File: config.mk
export PLATFORM = sky130hd
export DESIGN_NAME = midi_running_status_byte_parser
export DESIGN_NICKNAME = d
export VERILOG_FILES = /design/src/hdl/mrsp_pkg.sv /design/src/hdl/midi_running_status_byte_parser.sv /design/src/hdl/mrsp_front.sv /design/src/hdl/mrsp_queue.sv /design/src/hdl/mrsp_back.sv
export SDC_FILE = /design/constraint.sdc
export NUM_CORES = 1
export LEC_CHECK = 0
export CAP_MARGIN = 5
export CORE_UTILIZATION = 60
export DETAILED_ROUTE_END_ITERATION = 10
export DONT_BUFFER_PORTS = 1
export PLACE_DENSITY = 0.76
export SLEW_MARGIN = 10
export SYNTH_ARGS = -nofsm -noshare
export SYNTH_HDL_FRONTEND = slang
export SYNTH_SLANG_ARGS = --single-unit
File: constraint.sdc
create_clock -name clk -period 4.4 [get_ports clk]
set_input_delay 0.44 -clock clk [delete_from_list [all_inputs] [get_ports clk]]
set_output_delay 0.44 -clock clk [all_outputs]
set_load 0.02 [all_outputs]
File: src/hdl/mrsp_pkg.sv
// Shared types and constants for the MIDI running status byte parser.
package mrsp_pkg;

  typedef enum logic [3:0] {
    KIND_NOTE_ON    = 4'd0,
    KIND_NOTE_OFF   = 4'd1,
    KIND_CONTROL    = 4'd2,
    KIND_PITCH      = 4'd3,
    KIND_PROGRAM    = 4'd4,
    KIND_POLY_TOUCH = 4'd5,
    KIND_CHAN_TOUCH = 4'd6,
    KIND_REALTIME   = 4'd7,
    KIND_SX_START   = 4'd8,
    KIND_SX_DATA    = 4'd9,
    KIND_SX_STOP    = 4'd10
  } kind_t;

  // Status bytes with a meaning of their own
  localparam logic [7:0] STATUS_NONE     = 8'h00;
  localparam logic [7:0] STATUS_SX_START = 8'hF0;
  localparam logic [7:0] STATUS_SONG_POS = 8'hF2;
  localparam logic [7:0] STATUS_SONG_SEL = 8'hF3;
  localparam logic [7:0] STATUS_SX_STOP  = 8'hF7;
  localparam logic [7:0] REALTIME_MIN    = 8'hF8;

  // Upper nibbles of channel voice status bytes
  localparam logic [3:0] NIB_NOTE_OFF   = 4'h8;
  localparam logic [3:0] NIB_NOTE_ON    = 4'h9;
  localparam logic [3:0] NIB_POLY_TOUCH = 4'hA;
  localparam logic [3:0] NIB_CONTROL    = 4'hB;
  localparam logic [3:0] NIB_PROGRAM    = 4'hC;
  localparam logic [3:0] NIB_CHAN_TOUCH = 4'hD;
  localparam logic [3:0] NIB_PITCH      = 4'hE;
  localparam logic [3:0] NIB_SYSTEM     = 4'hF;

  // Classified event as it travels through the queue. For a real-time
  // event, first_data carries the low seven bits of the real-time byte.
  typedef struct packed {
    kind_t      kind;
    logic [3:0] channel;
    logic [6:0] first_data;
    logic [6:0] second_data;
  } event_t;

  // Parser state kept by the front end
  typedef struct packed {
    logic [7:0] current_status;
    logic       awaiting_second;
    logic [6:0] held_first_data;
    logic       inside_sysex;
  } state_t;

  // Queue occupancy as seen by both ends
  typedef struct packed {
    logic full;
    logic empty;
  } queue_stat_t;

endpackage

File: src/hdl/midi_running_status_byte_parser.sv
// Top level of the MIDI 1.0 running status byte parser.
//
// Takes one received MIDI byte per transfer on the rx channel and gives decoded
// events on the event channel: channel voice messages (note-on at velocity zero
// comes out as note-off; program change and channel aftertouch come out on their
// single data byte), real-time bytes at once with no effect on the parser state,
// and SysEx start, data and stop. Any status byte but a real-time one ends
// SysEx; system common messages and their data are swallowed and clear the
// running status. A byte is taken every clock cycle while rx_stall is low;
// its event, if any, goes into the queue at the byte transfer and then into the
// output register once that register is free. The front end decodes a byte
// combinationally against its state registers; a queue of QUEUE_DEPTH entries
// and the output register sit behind it, so rx_stall rises only when the queue
// is full, which happens only while event_stall holds the output back.
module midi_running_status_byte_parser
  import mrsp_pkg::*;
#(
  parameter int QUEUE_DEPTH = 2  // event queue entries, 2 or more
)
(
  input  logic       clk,
  input  logic       rst,
  // received byte channel
  input  logic       rx_valid,
  output logic       rx_stall,
  input  logic [7:0] rx_byte,
  // decoded event channel
  output logic       event_valid,
  input  logic       event_stall,
  output logic [3:0] event_kind,
  output logic [3:0] channel,
  output logic [6:0] first_data,
  output logic [6:0] second_data,
  output logic [7:0] realtime_code
);

  logic        rx_accept;
  logic        push;
  event_t      push_item;
  logic        pop;
  event_t      pop_item;
  queue_stat_t q_stat;
  state_t      parse_state;

  // Hold the byte off only when the queue has no room
  assign rx_stall  = q_stat.full;
  assign rx_accept = rx_valid && !rx_stall;

  // Decode the byte and advance the running status
  mrsp_front u_front (
    .clk       (clk),
    .rst       (rst),
    .rx_byte   (rx_byte),
    .accept    (rx_accept),
    .push      (push),
    .push_item (push_item),
    .state     (parse_state)
  );

  mrsp_queue #(
    .DEPTH (QUEUE_DEPTH)
  ) u_queue (
    .clk       (clk),
    .rst       (rst),
    .push      (push),
    .push_item (push_item),
    .pop       (pop),
    .pop_item  (pop_item),
    .stat      (q_stat)
  );

  // Drain the queue into the event register
  mrsp_back u_back (
    .clk           (clk),
    .rst           (rst),
    .stat          (q_stat),
    .pop_item      (pop_item),
    .pop           (pop),
    .event_valid   (event_valid),
    .event_stall   (event_stall),
    .event_kind    (event_kind),
    .channel       (channel),
    .first_data    (first_data),
    .second_data   (second_data),
    .realtime_code (realtime_code)
  );

  // A real-time byte leaves the parser state untouched
  assert property (@(posedge clk) disable iff (rst)
    rx_accept && (rx_byte >= REALTIME_MIN) |=> parse_state == $past(parse_state))
    else $error("real-time byte changed parser state");

  // SysEx mode only ever follows a SysEx start status
  assert property (@(posedge clk) disable iff (rst)
    parse_state.inside_sysex |-> parse_state.current_status == STATUS_SX_START)
    else $error("inside SysEx without SysEx start status");

  // A real-time event carries its byte and no channel or data
  assert property (@(posedge clk) disable iff (rst)
    event_valid && (event_kind == KIND_REALTIME) |->
      realtime_code[7] && (channel == 4'd0) && (first_data == 7'd0) &&
      (second_data == 7'd0))
    else $error("malformed real-time event");

  // Only real-time events carry a real-time code
  assert property (@(posedge clk) disable iff (rst)
    event_valid && (event_kind != KIND_REALTIME) |-> realtime_code == 8'd0)
    else $error("real-time code on a non real-time event");

endmodule

File: src/hdl/mrsp_front.sv
// Front end: holds the running status state and classifies each received byte.
module mrsp_front
  import mrsp_pkg::*;
(
  input  logic       clk,
  input  logic       rst,
  input  logic [7:0] rx_byte,
  input  logic       accept,
  output logic       push,
  output event_t     push_item,
  output state_t     state
);

  state_t state_next;
  logic   emit;
  event_t ev;

  always_comb begin
    state_next = state;
    emit       = 1'b0;
    ev         = '0;
    if (rx_byte >= REALTIME_MIN) begin
      // real-time: pass through, touch nothing
      emit          = 1'b1;
      ev.kind       = KIND_REALTIME;
      ev.first_data = rx_byte[6:0];
    end else if (rx_byte[7]) begin
      state_next.current_status  = rx_byte;
      state_next.awaiting_second = 1'b0;
      state_next.inside_sysex    = (rx_byte == STATUS_SX_START);
      if (rx_byte == STATUS_SX_START) begin
        emit    = 1'b1;
        ev.kind = KIND_SX_START;
      end else if (rx_byte == STATUS_SX_STOP) begin
        emit    = 1'b1;
        ev.kind = KIND_SX_STOP;
      end
    end else if (state.inside_sysex) begin
      emit          = 1'b1;
      ev.kind       = KIND_SX_DATA;
      ev.first_data = rx_byte[6:0];
    end else if (state.awaiting_second) begin
      state_next.awaiting_second = 1'b0;
      ev.channel     = state.current_status[3:0];
      ev.first_data  = state.held_first_data;
      ev.second_data = rx_byte[6:0];
      case (state.current_status[7:4])
        NIB_NOTE_ON: begin
          emit    = 1'b1;
          ev.kind = (rx_byte[6:0] == 7'd0) ? KIND_NOTE_OFF : KIND_NOTE_ON;
        end
        NIB_NOTE_OFF: begin
          emit    = 1'b1;
          ev.kind = KIND_NOTE_OFF;
        end
        NIB_POLY_TOUCH: begin
          emit    = 1'b1;
          ev.kind = KIND_POLY_TOUCH;
        end
        NIB_CONTROL: begin
          emit    = 1'b1;
          ev.kind = KIND_CONTROL;
        end
        NIB_PITCH: begin
          emit    = 1'b1;
          ev.kind = KIND_PITCH;
        end
        default: begin
          emit = 1'b0;
        end
      endcase
    end else begin
      case (state.current_status[7:4])
        NIB_NOTE_OFF, NIB_NOTE_ON, NIB_POLY_TOUCH, NIB_CONTROL, NIB_PITCH: begin
          state_next.awaiting_second = 1'b1;
          state_next.held_first_data = rx_byte[6:0];
        end
        NIB_PROGRAM, NIB_CHAN_TOUCH: begin
          state_next.held_first_data = rx_byte[6:0];
          emit          = 1'b1;
          ev.kind       = (state.current_status[7:4] == NIB_PROGRAM) ?
                          KIND_PROGRAM : KIND_CHAN_TOUCH;
          ev.channel    = state.current_status[3:0];
          ev.first_data = rx_byte[6:0];
        end
        NIB_SYSTEM: begin
          // system common data: swallow, drop running status
          state_next.current_status = STATUS_NONE;
          if (state.current_status == STATUS_SONG_POS) begin
            state_next.awaiting_second = 1'b1;
            state_next.held_first_data = rx_byte[6:0];
          end else if (state.current_status == STATUS_SONG_SEL) begin
            state_next.held_first_data = rx_byte[6:0];
          end
        end
        default: begin
          // no running status: ignore data
          emit = 1'b0;
        end
      endcase
    end
  end

  assign push      = accept && emit;
  assign push_item = ev;

  always_ff @(posedge clk) begin
    if (rst) begin
      state <= '0;
    end else if (accept) begin
      state <= state_next;
    end
  end

endmodule

File: src/hdl/mrsp_queue.sv
// Short event queue between the front end and the back end.
module mrsp_queue
  import mrsp_pkg::*;
#(
  parameter int DEPTH = 2
)
(
  input  logic        clk,
  input  logic        rst,
  input  logic        push,
  input  event_t      push_item,
  input  logic        pop,
  output event_t      pop_item,
  output queue_stat_t stat
);

  localparam int IdxW = $clog2(DEPTH);
  localparam int CntW = $clog2(DEPTH + 1);
  localparam logic [IdxW-1:0] LastIdx = IdxW'(DEPTH - 1);

  event_t          entries [DEPTH];
  logic [IdxW-1:0] wr_ptr;
  logic [IdxW-1:0] rd_ptr;
  logic [CntW-1:0] count;

  assign stat.full  = (count == CntW'(DEPTH));
  assign stat.empty = (count == '0);
  assign pop_item   = entries[rd_ptr];

  always_ff @(posedge clk) begin
    if (push) begin
      entries[wr_ptr] <= push_item;
    end
  end

  always_ff @(posedge clk) begin
    if (rst) begin
      wr_ptr <= '0;
      rd_ptr <= '0;
      count  <= '0;
    end else begin
      if (push) begin
        wr_ptr <= (wr_ptr == LastIdx) ? '0 : wr_ptr + 1'b1;
      end
      if (pop) begin
        rd_ptr <= (rd_ptr == LastIdx) ? '0 : rd_ptr + 1'b1;
      end
      case ({push, pop})
        2'b10:   count <= count + 1'b1;
        2'b01:   count <= count - 1'b1;
        default: count <= count;
      endcase
    end
  end

endmodule

File: src/hdl/mrsp_back.sv
// Back end: takes queued events and presents them on the event port register.
module mrsp_back
  import mrsp_pkg::*;
(
  input  logic        clk,
  input  logic        rst,
  input  queue_stat_t stat,
  input  event_t      pop_item,
  output logic        pop,
  output logic        event_valid,
  input  logic        event_stall,
  output logic [3:0]  event_kind,
  output logic [3:0]  channel,
  output logic [6:0]  first_data,
  output logic [6:0]  second_data,
  output logic [7:0]  realtime_code
);

  logic is_realtime;

  assign pop         = !stat.empty && (!event_valid || !event_stall);
  assign is_realtime = (pop_item.kind == KIND_REALTIME);

  always_ff @(posedge clk) begin
    if (rst) begin
      event_valid <= 1'b0;
    end else if (pop) begin
      event_valid <= 1'b1;
    end else if (!event_stall) begin
      event_valid <= 1'b0;
    end
  end

  // Expand the compact queue entry into the port fields
  always_ff @(posedge clk) begin
    if (pop) begin
      event_kind    <= pop_item.kind;
      channel       <= pop_item.channel;
      second_data   <= pop_item.second_data;
      first_data    <= is_realtime ? 7'd0 : pop_item.first_data;
      realtime_code <= is_realtime ? {1'b1, pop_item.first_data} : 8'd0;
    end
  end

endmodule

Word level (Yosys, flattened, before mapping). Memories as Yosys holds them, arrays and structs flattened. A register that Yosys moved wholly into a read port is not among the register bits. Cells that the tools add are included.

Register bits after elaboration: 52. Memory bits (writable): 44. Input port bits: 12. Output and inout port bits: 32. Word-level logic and storage cells: 111. Memories: 1.

Add/subtract/negate cells: 4. $lt $le $gt $ge: 1. Equality and inequality tests: 20. Muxes and demuxes: 47. Bitwise operators: 4. Reductions and logical operators: 20.

Memories: u_queue.entries (depth 2, width 22, read ports 1, clocked after Yosys merged registers in 1, write ports 1, line mrsp_queue.sv:21) `event_t entries [DEPTH];`.

Operator list (number): 7-bit 2-to-1 mux (8); 4-bit == test (second input constant) (8); 8-bit == test (second input constant) (4); 15-bit 2-to-1 mux (2); 4-bit 2-to-1 mux (7); 8-bit 2-to-1 mux (3); 4-bit case mux with 5 select lines (1); 1-bit 2-to-1 mux (19); 18-bit 2-to-1 mux (1); 16-bit 2-to-1 mux (1); 7-bit case mux with 2 select lines (1); 9-bit 2-to-1 mux (1); 8-bit greater-or-equal comparator (second input constant) (1); 7-bit zero test (1); 7-bit AND reduction (1); 7-bit OR reduction (1); 3-bit AND reduction (2); 2-bit nonzero test (3); 5-bit AND reduction (1); 5-bit OR reduction (1); 2-bit == test (second input constant) (2); 4-bit by 3-bit == test with 1-bit output (second input constant) (1); 1-bit zero test (4); 2-bit inequality test (second input constant) (2); 14 further kinds (20).

Longest topological paths before layout. Gate-level depths: netlist (run 1).

Depth in word-level cells: 10. Depth in mapped cells: 9.

Modules after synthesis. A second synthesis (run 1) with hierarchy kept.

Cell total of the unflattened synthesis: 288. Area, all modules: 3983.8 um^2.

By module, submodules not included: mrsp_queue (times used 1, cells an instance 90, area an instance 1784.2 um^2, seq. area each 1421.4 um^2); mrsp_front (times used 1, cells an instance 147, area an instance 1133.6 um^2, seq. area each 340.3 um^2); mrsp_back (times used 1, cells an instance 50, area an instance 1052.3 um^2, seq. area each 920.9 um^2); midi_running_status_byte_parser (times used 1, cells an instance 1, area an instance 13.8 um^2, seq. area each 0.0 um^2).

Least setup slack after synthesis (run 1). OpenSTA, ideal clock, no wires.

Path type: input port to flip-flop. Start point: in event_stall. End point: reg u_queue.count[1]. Data arrival time: 3.013 ns. Data required time: 4.330 ns. Path slack: 1.318 ns. Stages on the path: 4. Path through: a21oi_1 ha_1 or3_1 a21oi_1.

Cells in the longest elaborated chain, start to end: 5. Elaborated cells between the ends (all ways): 7. Classes of those cells: 2 x eq/ne; 1 x mux; 4 x reduce/logical.

RTL lines: start, declared (line midi_running_status_byte_parser.sv:29) `input logic event_stall,`; 1-bit zero test * (line mrsp_back.sv:21) `assign pop = !stat.empty && (!event_valid || !event_stall);`; 1-bit logical OR * (line mrsp_back.sv:21); 1-bit logical AND * (line mrsp_back.sv:21); 2-bit by 1-bit == test with 1-bit output / 2-bit == test (equally long branches) (line mrsp_queue.sv:48) `case ({push, pop})`; 2-bit case mux with 2 select lines / 2-bit nonzero test (equally long branches); end signal, assigned (line mrsp_queue.sv:49) `2'b10: count <= count + 1'b1;`; end signal, assigned (line mrsp_queue.sv:50) `2'b01: count <= count - 1'b1;`; end signal, assigned (line mrsp_queue.sv:51) `default: count <= count;`; end, declared (line mrsp_queue.sv:24) `logic [CntW-1:0] count;`.

Every way passes the cells marked *; elsewhere a longest branch is shown, timed or not. A chain may end at the register's enable or synchronous reset.

Worst setup path after layout (run 1).
Start point: reg u_front.state[8] (netlist name). End point: reg u_queue.count[1].

Cells in the longest elaborated chain, start to end: 7. Elaborated cells between the ends (all ways): 9. Classes of those cells: 2 x eq/ne; 5 x mux; 2 x reduce/logical.

RTL lines: start, declared (line mrsp_front.sv:11) `output state_t state`; start signal, assigned (line mrsp_front.sv:111) `state <= state_next;`; 1-bit 2-to-1 mux * (line mrsp_front.sv:42) `end else if (state.awaiting_second) begin`; 1-bit 2-to-1 mux * (line mrsp_front.sv:38) `end else if (state.inside_sysex) begin`; 1-bit 2-to-1 mux * (line mrsp_front.sv:27) `end else if (rx_byte[7]) begin`; 1-bit 2-to-1 mux * (line mrsp_front.sv:22) `if (rx_byte >= REALTIME_MIN) begin`; 1-bit logical AND * (line mrsp_front.sv:104) `assign push = accept && emit;`; 2-bit by 1-bit == test with 1-bit output / 2-bit == test (equally long branches) (line mrsp_queue.sv:48); 2-bit case mux with 2 select lines / 2-bit nonzero test (equally long branches).

Marks and branches as above.

==> flow_summary.ini, run 1 <==
[power]
cellPowerDensity_nw_per_um2 = 526
ir_worst_vdd_mv = 0.374
static-leakage-power_nw = 1.38

[final_layout]
utilization_pct = 68.4
syn2layout_area_growth_pct = 7.01
antenna_cells_inserted = 0
post_route_cells_drive_above_1_share_pct = 14.0
final_nets = 293

[grt]
first_pass_grt_wire_length_microns = 10900
first_global_vias = 2148
grt_antenna_before_repair = 0
gr-total-overflow = 0
grt.total_usage_pct = 22.6
maximum_number_of_pins_on_one_net_before_global_route_repair = 33

[status]
outcome = complete, no violations

[detailed_routing]
routedLengthMet1_microns = 2970
wl_met2_microns = 3270
route.antenna.remaining_nets = 0
dr.max_layer_used = met4
dr.first_iter.drc_count = 165
finalWirelength_microns = 6850
vias = 2239
detail_route.first_pass.iterations = 4
remaining_drc_errors = 0
wl_met3_microns = 442
avgViaCountPerCell = 6.22
wl_per_cell_microns = 19.0

[setup_path]
timing.critical_path.max_delay_family = flip-flops
path_max_fanout = 21
path_class = reg -> reg
r2r_setup_slack_ns = 2.15
critical_path_arrival_ns = 2.53
cp_max_delay_cell = sky130_fd_sc_hd__dfxtp_1
crit_path_end_kind = flop
critPathMaxStageDelay_ns = 0.74
path_cells = nand2b_1 > o21ai_1 > o211ai_1 > o31a_1 > ha_1 > or3_1 > a21oi_1
critPathRequiredTime_ns = 4.69
reg2reg_from = u_front.state[8]
timing.reg2reg.worst_path_depth = 7
path_buf_inv = 0
timing.rr.end = u_queue.count[1]
crit_path_start_kind = flop

[place]
gp_routability_congestion = 0.899
numPortBuffers = 0
post-dp-hpwl_microns = 4380

[synth]
avgSynthCellArea_sq_um = 14.0
synth_warnings = 0
syn-cell-area_sq_um = 3870
synth_enable_flop_cells = 74
count_of_state_elements_after_synthesis = 97
yosys.area_share.simple_pct = 11.9
synth_sequential_area_ratio_pct = 69.3
postSynthNetCount = 289
compound_gate_fraction_of_synth_area_pct = 7.40
area_share_of_xor_xnor_cells_in_the_synthesized_design_pct = 0.678
synth_area_in_adders_pct = 0.323
yosysUniqueCellTypes = 46
synthesis.instances = 276
netlist.area_leader.share_pct = 57.4
synthMuxAreaShare_pct = 8.53
synth-async-reset-ratio_pct = 0
post-synth-top-area-cell = sky130_fd_sc_hd__edfxtp_1
post-synth-top-count-cell = sky130_fd_sc_hd__edfxtp_1
synth_top_family_by_area = simple AND/OR/NAND/NOR gates
postSynth.topFlopCell = sky130_fd_sc_hd__edfxtp_1
synth.cells.most_frequent = 74 x sky130_fd_sc_hd__edfxtp_1, 43 x sky130_fd_sc_hd__nor2_1, 23 x sky130_fd_sc_hd__dfxtp_1, 15 x sky130_fd_sc_hd__mux2_2, 15 x sky130_fd_sc_hd__mux2i_1
synth_top_cells_by_area = sky130_fd_sc_hd__edfxtp_1 57%, sky130_fd_sc_hd__dfxtp_1 12%, sky130_fd_sc_hd__mux2_2 4.4%, sky130_fd_sc_hd__nor2_1 4.2%, sky130_fd_sc_hd__mux2i_1 3.9%

[clocking]
cts-resized-gates = 0
cts-hold-fix-buffers = 0
clk_root_buffer_cell = sky130_fd_sc_hd__clkbuf_8
numCtsBuffers = 9
clk-insertion-delay-late_ns = 0.35
clock_sink_count = 97
clock_tree_from_tritoncts = built
clk_pin_slew_worst_paths_ns = 0.09
max-clock-path-buffers = 2
htreeDepth = 3
post-cts-setup-buffer-count = 0

[sta]
fin_skew_ns = 0.00597
finalHoldViolations = 0
fmax_mhz = 445
relSlewSlack_pct = 32.2
slew_viol_final = 0
fin_tns_setup_ns = 0
hold_slack_ns = 0.147
timing.final.crit_share_pct = 51.1
worstMarginPinSlew_ns = 1.02
grt_setup_unrepaired = no
period_needed_ns = 2.25
setup_viol = 0

[floorplan]
die-area_sq_um = 6780
std_cell_rows = 28
floorplan.initialDensity_pct = 63.9
pin_count = 44
placeableCoreArea_sq_um = 6060
die_h_microns = 82.4
chipWidth_microns = 82.4

[min_path]
min_delay_worst_endpoint = u_queue.count[1]
whs_path_depth = 1
timing.hold.worst.class = in -> reg
hp-start = rst

[flow_run]
max-cap-violations = 0
## logic make-up after synthesis
group | Yosys count
fa+ha+maj | 1
compound gates | 41
buf+inv | 17
mux | 31
simple gates | 86
xor+xnor | 3
flops | 97
## metrics by stage
stage / setup slack, ns / std cells / total power [W] / cell area (sq um)
finish: 2.15 / 360 / 0.00218 / 4150
global route: 1.95 / 360 / 0.00229 / 4150
CTS: 2.12 / 360 / 0.00220 / 4150
detailed placement: 2.15 / 344 / 0.00164 / 3950
global placement: 2.22 / 344 / 0.00163 / 3950
floorplan: 1.32 / 276 / 0.00158 / 3870
## worst max-delay path by stage
stage	endpoint	slack (ns)	start	cells after the start
after floorplan	u_queue.count[1]	1.32	event_stall	4
after global placement	u_queue.count[1]	2.22	u_front.state[8]	7
after detailed placement	u_queue.count[1]	2.15	u_queue.count[0]	5
after CTS	u_queue.count[1]	2.12	u_queue.count[0]	5
after global routing	u_queue.count[1]	1.95	u_queue.count[0]	5
final	u_queue.count[1]	2.15	u_front.state[8]	7
## metal layers
metal / global-route usage [%] / vias up
met3: 4.18 / 20
met5: 0 / -
met1: 29.5 / 1083
li1: - / 1043
met4: 11.2 / 0
met2: 36.3 / 93
## registers in the layout, summed over array words and instances, names as in the netlist, named ones only
register              cells
u_queue.rd_ptr            1
u_queue.count             2
u_back.channel            4
u_front.state            17
u_back.second_data        7
u_queue.wr_ptr            1
u_back.first_data         7
u_back.realtime_code      8
u_back.event_valid        1
u_queue.entries          44
u_back.event_kind         4
## layout make-up
| type | instances | area [sq um] |
|---|---|---|
| Clock buffer | 10 | 128 |
| Clock inverter | 6 | 66.3 |
| Fill cell | 430 | 1920 |
| Inverter | 7 | 26.3 |
| Multi-Input combinational cell | 162 | 1130 |
| Sequential cell | 97 | 2680 |
| Tap cell | 75 | 93.8 |
| Timing Repair Buffer | 3 | 22.5 |
## where the power goes
part,internal [W],switching [W],leakage (nW),total [W]
clock network,0.000264,0.000300,0.0889,0.000564
registers,0.00117,0.000221,0.868,0.00139
logic,0.0000843,0.000141,0.424,0.000225
total,0.00152,0.000662,1.38,0.00218
## cell usage in the layout, fill, tap and decap left out, types with 3 or more instances in the layout
cell / instances
sky130_fd_sc_hd__nand2b_1: 3
sky130_fd_sc_hd__clkbuf_8: 9
sky130_fd_sc_hd__clkinvlp_4: 3
sky130_fd_sc_hd__nand2_1: 6
sky130_fd_sc_hd__buf_4: 3
sky130_fd_sc_hd__edfxtp_1: 74
sky130_fd_sc_hd__mux2_2: 15
sky130_fd_sc_hd__nor2_1: 43
sky130_fd_sc_hd__a21oi_1: 9
sky130_fd_sc_hd__o21ai_0: 5
sky130_fd_sc_hd__and3_1: 9
sky130_fd_sc_hd__mux2i_1: 15
sky130_fd_sc_hd__dfxtp_1: 23
sky130_fd_sc_hd__a22o_1: 7
sky130_fd_sc_hd__o211ai_1: 3
sky130_fd_sc_hd__and2_1: 5
sky130_fd_sc_hd__inv_1: 6
sky130_fd_sc_hd__a22oi_1: 7
sky130_fd_sc_hd__nor3_1: 4
(Power assumes the default switching activity.)
==> run 2: changes to the inputs <==
- ABC_AREA: unset -> 1
- clock period: 4.4 -> 2.3 ns (I/O delays scaled with it)
==> flow_summary.ini, run 2 <==
[clocking]
max-clock-path-buffers = 2
clk-insertion-delay-late_ns = 0.36
htreeDepth = 3
post-cts-setup-buffer-count = 0
numCtsBuffers = 9
clock_sink_count = 97
clk_root_buffer_cell = sky130_fd_sc_hd__clkbuf_8
clk_pin_slew_worst_paths_ns = 0.08
clock_tree_from_tritoncts = built

[detailed_routing]
vias = 2339
dr.first_iter.drc_count = 204
finalWirelength_microns = 6750
wl_per_cell_microns = 16.3
avgViaCountPerCell = 5.65
remaining_drc_errors = 0
route.antenna.remaining_nets = 0
detail_route.first_pass.iterations = 4

[sta]
timing.final.crit_share_pct = 89.0
period_needed_ns = 2.05
fin_skew_ns = 0.0122
hold_slack_ns = 0.0291
relSlewSlack_pct = 68.1
slew_viol_final = 0
finalHoldViolations = 0
fin_tns_setup_ns = 0
fmax_mhz = 488
grt_setup_unrepaired = no
worstMarginPinSlew_ns = 0.475
post-route-worst-setup-slack_ns = 0.253
setup_viol = 0

[final_layout]
antenna_cells_inserted = 0
final_cell_mix = 74 x sky130_fd_sc_hd__edfxtp_1, 43 x sky130_fd_sc_hd__nand2_1, 40 x sky130_fd_sc_hd__nor2_1
final_nets = 347
register_area_sq_um = 2680
top_regs = u_queue.entries (44), u_front.state (17), u_back.realtime_code (8)
layoutNonFillerInstCount = 414
multi_input_comb_area_sq_um = 1030
largest_register_ffs = 44
final_common_cell = sky130_fd_sc_hd__edfxtp_1
registers.top_by_ff_count = u_queue.entries
post_route_cells_drive_above_1_share_pct = 13.9
fillers = 448
syn2layout_area_growth_pct = 8.21

[grt]
gr-total-overflow = 0
grt.total_usage_pct = 22.2
grt_antenna_before_repair = 0
first_pass_grt_wire_length_microns = 10600
first_global_vias = 2186
maximum_number_of_pins_on_one_net_before_global_route_repair = 34

[flow_run]
max-cap-violations = 0

[synth]
post-synth-top-area-cell = sky130_fd_sc_hd__edfxtp_1
synth_top_cells_by_area = sky130_fd_sc_hd__edfxtp_1 57%, sky130_fd_sc_hd__dfxtp_1 12%, sky130_fd_sc_hd__nand2_1 4.2%, sky130_fd_sc_hd__nor2_1 4.2%, sky130_fd_sc_hd__mux2_2 3.5%
postSynthNetCount = 338
synth-async-reset-ratio_pct = 0
postSynth.topFlopCell = sky130_fd_sc_hd__edfxtp_1
compound_gate_fraction_of_synth_area_pct = 7.66
area_share_of_xor_xnor_cells_in_the_synthesized_design_pct = 0.226
avgSynthCellArea_sq_um = 11.9
yosysUniqueCellTypes = 30
synth_enable_flop_cells = 74
synth_top_family_by_area = simple AND/OR/NAND/NOR gates
synthMuxAreaShare_pct = 5.82
synthesis.instances = 325
synth_warnings = 0
synth_sequential_area_ratio_pct = 69.3
yosys.area_share.simple_pct = 12.5
syn-cell-area_sq_um = 3870
count_of_state_elements_after_synthesis = 97
synth_area_in_adders_pct = 0.323
synth.cells.most_frequent = 74 x sky130_fd_sc_hd__edfxtp_1, 43 x sky130_fd_sc_hd__nand2_1, 43 x sky130_fd_sc_hd__nor2_1, 26 x sky130_fd_sc_hd__inv_1, 25 x sky130_fd_sc_hd__a21oi_1
post-synth-top-count-cell = sky130_fd_sc_hd__edfxtp_1
netlist.area_leader.share_pct = 57.4

[setup_path]
critical_path_arrival_ns = 2.29
crit_path_start_kind = flop
critPathMaxStageDelay_ns = 0.40
critPathRequiredTime_ns = 2.54
cp_max_delay_cell = sky130_fd_sc_hd__dfxtp_1
path_class = reg -> reg
path_max_fanout = 5
crit_path_end_kind = flop
reg2reg_from = u_front.state[15]
critical_path.most_common_cell = sky130_fd_sc_hd__nand2_1
worst_setup_path_startpoint = u_front.state[15]
path_cells = nand2_1 > inv_1 > nand2_1 > nand2_1 > nand2_1 > nand2_1 > nand2_1 > nand2_1 > nand2_1 > ha_1 > a21oi_1 > o21ai_0 > o21ai_0 > a21oi_1

[power]
cellInternalPower_w = 0.00315
switching_power_of_the_nets_w = 0.00148
cellPowerDensity_nw_per_um2 = 1110
share_seq_of_total_power_pct = 60.2
ir_worst_vdd_mv = 0.962
power.share.switching_pct = 32.1
pwr-share-clk_pct = 23.6
pwr-share-comb_pct = 16.1
static-leakage-power_nw = 1.54

[min_path]
timing.hold.worst.class = in -> reg
hp-start = rx_byte[5]

[floorplan]
floorplan.initialDensity_pct = 63.8
placeableCoreArea_sq_um = 6060
die_h_microns = 82.3
die-area_sq_um = 6770
pin_count = 44
chipWidth_microns = 82.3
std_cell_rows = 28

[place]
placedCellCount = 397
numPortBuffers = 0
pre_cts_slack_ns = 0.306
post-dp-hpwl_microns = 4620
gp_routability_congestion = 0.907

[status]
outcome = complete, no violations
run 2: cell types whose count changed after synthesis, moves of 4 or more:
cell	before	now
sky130_fd_sc_hd__nand2_1	6	43
sky130_fd_sc_hd__inv_1	6	26
sky130_fd_sc_hd__nand3_1	0	18
sky130_fd_sc_hd__a21oi_1	10	25
sky130_fd_sc_hd__o21ai_0	5	18
sky130_fd_sc_hd__and3_1	9	0
sky130_fd_sc_hd__a22o_1	7	0
sky130_fd_sc_hd__a22oi_1	7	0
sky130_fd_sc_hd__mux2i_1	15	9
sky130_fd_sc_hd__and2_1	5	0
sky130_fd_sc_hd__nor2_2	0	4
run 2: critical path: cells and delay by family (launching register included):
kind / cells / cell delay (ns)
buffers and inverters: 1 / 0.10
AOI/OAI and AO/OA: 4 / 0.43
adders and majority gates: 1 / 0.31
and+or+nand+nor: 8 / 0.71
DFF: 1 / 0.40
run 2: layer usage:
metal | vias up | track usage (%) | wire length (microns)
met5 | - | 0 | 0
met4 | 0 | 12.5 | 185
met3 | 17 | 4.95 | 467
met2 | 93 | 35.5 | 3280
met1 | 1080 | 27.9 | 2820
li1 | 1149 | - | -
run 2: area by class of cell:
type,count,share of cell area [%]
Clock buffer,12,3.47
Clock inverter,4,1.23
Inverter,28,2.51
Multi-Input combinational cell,190,24.7
Sequential cell,97,64.1
Tap cell,75,2.24
Timing Repair Buffer,8,1.79
run 2: logic make-up after synthesis:
kind of cell	Yosys count
compound gates	53
xor+xnor	1
fa+ha+maj	1
buf+inv	38
flops	97
mux	21
simple gates	114
run 2: power groups by stage:
stage / clock network (W) / logic (W) / registers [W]
floorplan: 0 / 0.000612 / 0.00277
global placement: 0 / 0.000719 / 0.00282
detailed placement: 0 / 0.000753 / 0.00284
CTS: 0.00111 / 0.000761 / 0.00280
global route: 0.00118 / 0.000833 / 0.00284
finish: 0.00109 / 0.000747 / 0.00279
run 2: path summary, 6_finish.rpt:
kind	end	slack, ns	cells past startpoint
max	u_queue.count[1]	0.25	14
min	u_front.state[14]	0.03	2
max reg2reg	u_queue.count[1]	0.25	14
min reg2reg	flop	0.46	1
run 2: timing repair:
item / 4_1_cts / 5_1_grt
endpoints found under the hold margin: 11 / 0
setup endpoints to repair: 0 / 1
gates resized for setup: 0 / 3
hold buffers: 1 / 0
run 2: metrics by stage:
| step | power [W] | util [%] | area [sq um] |
|---|---|---|---|
| global placement | 0.00354 | 65.6 | 3970 |
| global route | 0.00485 | 69.1 | 4190 |
| detailed placement | 0.00359 | 65.6 | 3970 |
| finish | 0.00463 | 69.1 | 4190 |
| floorplan | 0.00338 | - | 3870 |
| CTS | 0.00466 | 69.0 | 4180 |
